<file path="src/sv/pedest_pkg.sv">
// Shared widths, constants and control/result types of the phase energy peak delay estimator.
`timescale 1ns / 1ps
`default_nettype none

package pedest_pkg;

   localparam int BIN_W            = 24;
   localparam int MAG_W            = BIN_W;
   localparam int SQ_W             = 2 * MAG_W;
   localparam int PHASE_W          = 6;
   localparam int ENERGY_W         = 57;
   localparam int TOTAL_W          = 63;
   localparam int RATIO_W          = 23;
   localparam int DELAY_W          = 16;
   localparam int ADV_W            = 11;
   localparam int Q16_FRAC         = 16;

   localparam int DEF_MAX_PHASES   = 64;
   localparam int DEF_FRAME_LENGTH = 512;

   localparam logic [ADV_W-1:0]   ADV_RESET = 11'd240;
   localparam logic [RATIO_W-1:0] Q16_ONE   = 23'd65536;

   typedef struct packed {
      logic capture;
      logic mul;
      logic acc;
      logic close;
      logic prep;
      logic div_step;
      logic load_out;
   } cmd_type;

   typedef struct packed {
      logic last_bin;
      logic last_phase;
      logic phase_ok;
      logic total_zero;
      logic div_done;
      logic out_busy;
   } status_type;

   typedef struct packed {
      logic [PHASE_W-1:0]  phase_number;
      logic [ENERGY_W-1:0] phase_energy;
      logic                frame_done;
      logic [TOTAL_W-1:0]  total_energy;
      logic [ENERGY_W-1:0] peak_energy;
      logic [PHASE_W-1:0]  peak_phase;
      logic [RATIO_W-1:0]  peak_to_average;
      logic [DELAY_W-1:0]  delay_samples;
   } rsp_type;

endpackage

`default_nettype wire

</file>
<file path="src/sv/pedest_ctrl.sv">
// Controller state machine that sequences capture, squaring, accumulation, division and output.
`timescale 1ns / 1ps
`default_nettype none

module pedest_ctrl import pedest_pkg::*; (
   input  wire logic       clock,
   input  wire logic       reset,
   input  wire logic       req_valid,
   output logic            req_ready,
   input  wire status_type status,
   output cmd_type         cmd
);

   localparam logic [2:0] ST_IDLE  = 3'd0;
   localparam logic [2:0] ST_MUL   = 3'd1;
   localparam logic [2:0] ST_ACC   = 3'd2;
   localparam logic [2:0] ST_CLOSE = 3'd3;
   localparam logic [2:0] ST_PREP  = 3'd4;
   localparam logic [2:0] ST_DIV   = 3'd5;
   localparam logic [2:0] ST_EMIT  = 3'd6;

   logic [2:0] state_ff;
   logic [2:0] state_in;

   always_comb begin
      cmd       = '0;
      state_in  = state_ff;
      req_ready = (state_ff == ST_IDLE);
      unique case (state_ff)
         ST_IDLE: begin
            if (req_valid) begin
               cmd.capture = 1'b1;
               state_in    = ST_MUL;
            end
         end
         ST_MUL: begin
            cmd.mul  = 1'b1;
            state_in = ST_ACC;
         end
         ST_ACC: begin
            cmd.acc  = 1'b1;
            state_in = status.last_bin ? ST_CLOSE : ST_IDLE;
         end
         ST_CLOSE: begin
            cmd.close = 1'b1;
            // A phase past the limit gives a result only when it also closes the frame.
            priority if (status.last_phase) begin
               state_in = ST_PREP;
            end else if (status.phase_ok) begin
               state_in = ST_EMIT;
            end else begin
               state_in = ST_IDLE;
            end
         end
         ST_PREP: begin
            cmd.prep = 1'b1;
            state_in = status.total_zero ? ST_EMIT : ST_DIV;
         end
         ST_DIV: begin
            cmd.div_step = 1'b1;
            if (status.div_done) begin
               state_in = ST_EMIT;
            end
         end
         ST_EMIT: begin
            if (!status.out_busy) begin
               cmd.load_out = 1'b1;
               state_in     = ST_IDLE;
            end
         end
         default: begin
            state_in = ST_IDLE;
         end
      endcase
   end

   always_ff @(posedge clock) begin
      if (reset) begin
         state_ff <= ST_IDLE;
      end else begin
         state_ff <= state_in;
      end
   end

endmodule

`default_nettype wire

</file>
<file path="config.mk">
export PLATFORM = sky130hd
export DESIGN_NAME = pedest_ctrl
export DESIGN_NICKNAME = d
export VERILOG_FILES = /design/src/sv/pedest_pkg.sv /design/src/sv/pedest_ctrl.sv
export SDC_FILE = /design/constraint.sdc
export NUM_CORES = 1
export LEC_CHECK = 0
export CAP_MARGIN = 20
export CORE_AREA = 2 2 39 41
export CTS_CLUSTER_DIAMETER = 200
export DETAILED_ROUTE_END_ITERATION = 7
export DIE_AREA = 0 0 41 43
export DONT_BUFFER_PORTS = 1
export GPL_TIMING_DRIVEN = 1
export SYNTH_ARGS = -nofsm -noshare
export SYNTH_HDL_FRONTEND = slang
export SYNTH_SLANG_ARGS = --single-unit
export TNS_END_PERCENT = 10
</file>
<file path="constraint.sdc">
create_clock -name clock -period 0.99 [get_ports clock]
set_input_delay 0.198 -clock clock [delete_from_list [all_inputs] [get_ports clock]]
set_output_delay 0.198 -clock clock [all_outputs]
set_load 0.03 [all_outputs]
</file>
==> metrics.md <==
| Metric | Value |
|---|---|
| CTS tree | `done` |
| Top flop regs | `state_ff (3)` |
| Crit-path slowest cell | `dfxtp_2` |
| Root buffer selected by CTS | `clkbuf_4` |
| DR iter-0 viols | `0` |
| Post-DRT Antenna Nets | `0` |
| Total grt overflow | `0` |
| Critical Path Fanout Max | `4` |
| Fraction of layout cells with a size suffix above 1 | `60.0%` |
| Antenna diodes | `0` |
| Synth Net Count | `49` |
| Num rows | `14` |
| Avg Cell Area, Syn | `7.19 µm²` |
| Largest Register | `state_ff` |
| GRT met3 Usage | `2.62%` |
| Status | `complete, but fails checks` |
| Flops & latches, synth | `3` |
| Die Wd | `41 µm` |
| Final Hold Fails | `0` |
| RSZ-0062 raised after global routing | `yes` |
| Final instance area | `528 µm²` |
| Syn Std Cell Area | `288 µm²` |
| Reg clk slew, reported paths | `40 ps` |
| Count leader, synth | `nor2_1` |
| M1 GR Usage | `14.4%` |
| Rel. slew slack | `79.6%` |
| DPL Wire Length | `650 µm` |
| HP Class | `input port to flip-flop` |
| Yosys Warn Count | `0` |
| Clk_skew | `0.248 ps` |
| FFs w/ async S/R, synth | `0%` |
| R2R Path End | `state_ff[0]$_SDFFE_PP0P_` |
| Vias/cell | `4.77` |
| Clock buffer depth | `2` |
| DIE AREA | `0.00176 mm²` |
| Number of flops mapped to enable cells by yosys | `0` |
| Cell count after synthesis | `40` |
| Busiest layer in global routing | `met2` |
| PnR worst setup slack | `-317 ps` |
| Tmin final | `1310 ps` |
| Met2 Use GR | `18.1%` |
| Cell taking the most area after synthesis | `dfxtp_1` |
| CP endpoint kind | `output pin` |
| Max Fclk | `765 MHz` |
| Fillers | `140` |
| Tot GR Track Use | `12.0%` |
| Violated checks | `negative setup slack` |
| Starting Density | `20.8%` |
| Min-delay src | `reset` |
| DRT Pass-1 Iters | `1` |
| Distinct cells, synth | `25` |
| Worst Hold Depth | `1` |
| Initial antenna violation count | `0` |
| Largest register FFs | `3` |
| Peak supply drop | `0.370 mV` |
| Hold endpoint | `state_ff[1]$_SDFFE_PP0P_` |
| Total clock sinks | `3` |
| # setup viols final | `11` |
| Startpoint types | `flip-flop` |
| Top post-synthesis cells by area | `dfxtp_1 (21%), buf_6 (7.8%), nand2b_1 (6.5%)` |
| Buffers added on ports | `0` |
| CP cell instances | `buf_6 > nor3_4 > and2_4` |
| Top cell type's share of synthesized area | `20.9%` |
| CP max stage delay | `330 ps` |
| First-pass GRT wire length | `1440 µm` |
| Gp weighted congestion | `0.728` |
| Area grow syn2layout | `83.5%` |
| Slew Limit Fails | `0` |
| I/O Pins | `17` |
| Die span in y | `43 µm` |
| Clk Latency, worst-skew pair | `240 ps` |
| Hold Slack | `61.3 ps` |
| Htree depth | `1` |
| Largest net degree at the start of global routing | `9` |
| Worst R2R Path Depth | `5` |
| Nets | `65` |
| WP data required | `790 ps` |
| PD cells | `1290 mW/mm²` |
| Placement Cell Area | `442 µm²` |
| Synth cell count leaders | `nor2_1 (4), a21oi_1 (3), dfxtp_1 (3), nand2_1 (3), nand2b_1 (3)` |
| Final core occ | `38.2%` |
| Total wire length | `862 µm` |
| Drt wl/cell | `12.1 µm` |
| Vias in the first global route | `354` |
| Vias | `339` |
| Worst slew pin tran | `301 ps` |
| Residual DRC count | `0` |
| Crit share post-route | `132%` |
| Critical path type | `flip-flop to output pin` |
| Total CTS buffers | `3` |
| Worst R2R Start | `state_ff[2]$_SDFFE_PP0P_` |
| Leakage Power | `0.216 nW` |
| Slack of the worst reg-to-reg path | `-130 ps` |
| Power, Total | `681 µW` |
| Worst Path Arrival | `1110 ps` |
| Prevailing post-synth register cell | `dfxtp_1` |
| Core area | `0.00138 mm²` |
| Max-Cap Viols | `0` |
| Sequential-to-total area share from yosys stat | `20.9%` |
metal layers:
| layer | vias up | part of all wire (%) |
|---|---|---|
| li1 | 171 | - |
| met1 | 159 | 38 |
| met2 | 9 | 56 |
| met3 | 0 | 6.6 |
| met4 | 0 | 0 |
| met5 | - | 0 |
cell usage in the layout (no fill, tap or decap), types with 2 or more instances in the layout:
master,count
inv_1,2
buf_4,6
clkbuf_4,3
nor3_4,2
a21oi_1,3
o21ai_0,2
nor2_4,2
buf_6,6
nand2_1,3
buf_12,2
nand2b_4,2
dfxtp_2,2
worst max-delay path: cells and delay by family, from the launching register on:
kind          cells  cell delay (ps)
buf+inv           1              120
flops             1              330
simple gates      2              420
kinds of logic (layout without fill, tap and decap cells):
| logic type | Yosys count | count (layout) | share of synthesized area [%] |
|---|---|---|---|
| flip-flops | 3 | 3 | 20.9 |
| AND/OR/NAND/NOR | 21 | 21 | 41.7 |
| buffers and inverters | 6 | 21 | 14.3 |
| AO/OA/AOI/OAI | 10 | 10 | 23.0 |
repair_timing:
action,CTS,global route
setup endpoints to repair,11,11
buffers inserted,0,0
hold buffers,0,0
resized for setup,15,1
pin swaps,3,2
worst max path at each step:
stage	from	end	slack (ps)	depth (start not counted)
4_1_cts	state_ff[0]$_SDFFE_PP0P_	cmd[6]	-330	3
6_report	state_ff[0]$_SDFFE_PP0P_	cmd[6]	-320	3
5_1_grt	state_ff[1]$_SDFFE_PP0P_	cmd[6]	-360	3
2_1_floorplan	state_ff[2]$_SDFFE_PP0P_	cmd[6]	-240	3
3_3_place_gp	state_ff[2]$_SDFFE_PP0P_	state_ff[1]$_SDFFE_PP0P_	-140	5
3_5_place_dp	state_ff[2]$_SDFFE_PP0P_	state_ff[1]$_SDFFE_PP0P_	-170	5
power by group:
part	switching, mW	internal [mW]	total (mW)
Combinational	0.155	0.148	0.303
Sequential	0.0135	0.132	0.146
Clock	0.0799	0.152	0.232
Total	0.248	0.433	0.681
layout make-up:
type	instances	area, µm²	share of cell area (%)
inverters	3	13.8	2.61
multi-input cells	31	249	47.2
flip-flops and latches	3	66.3	12.6
well taps	16	20.0	3.79
repair buffers	14	153	28.9
clock buffers	4	26.3	4.98
per-stage QoR:
step           cells  setup TNS [ps]  worst slack, ps
2_1_floorplan     40           -1720             -243
3_3_place_gp      67           -1120             -143
3_5_place_dp      67           -1200             -168
4_1_cts           71           -2620             -327
5_1_grt           71           -3120             -364
6_report          71           -2520             -317
Note: power is estimated with default switching activity, not from simulation.
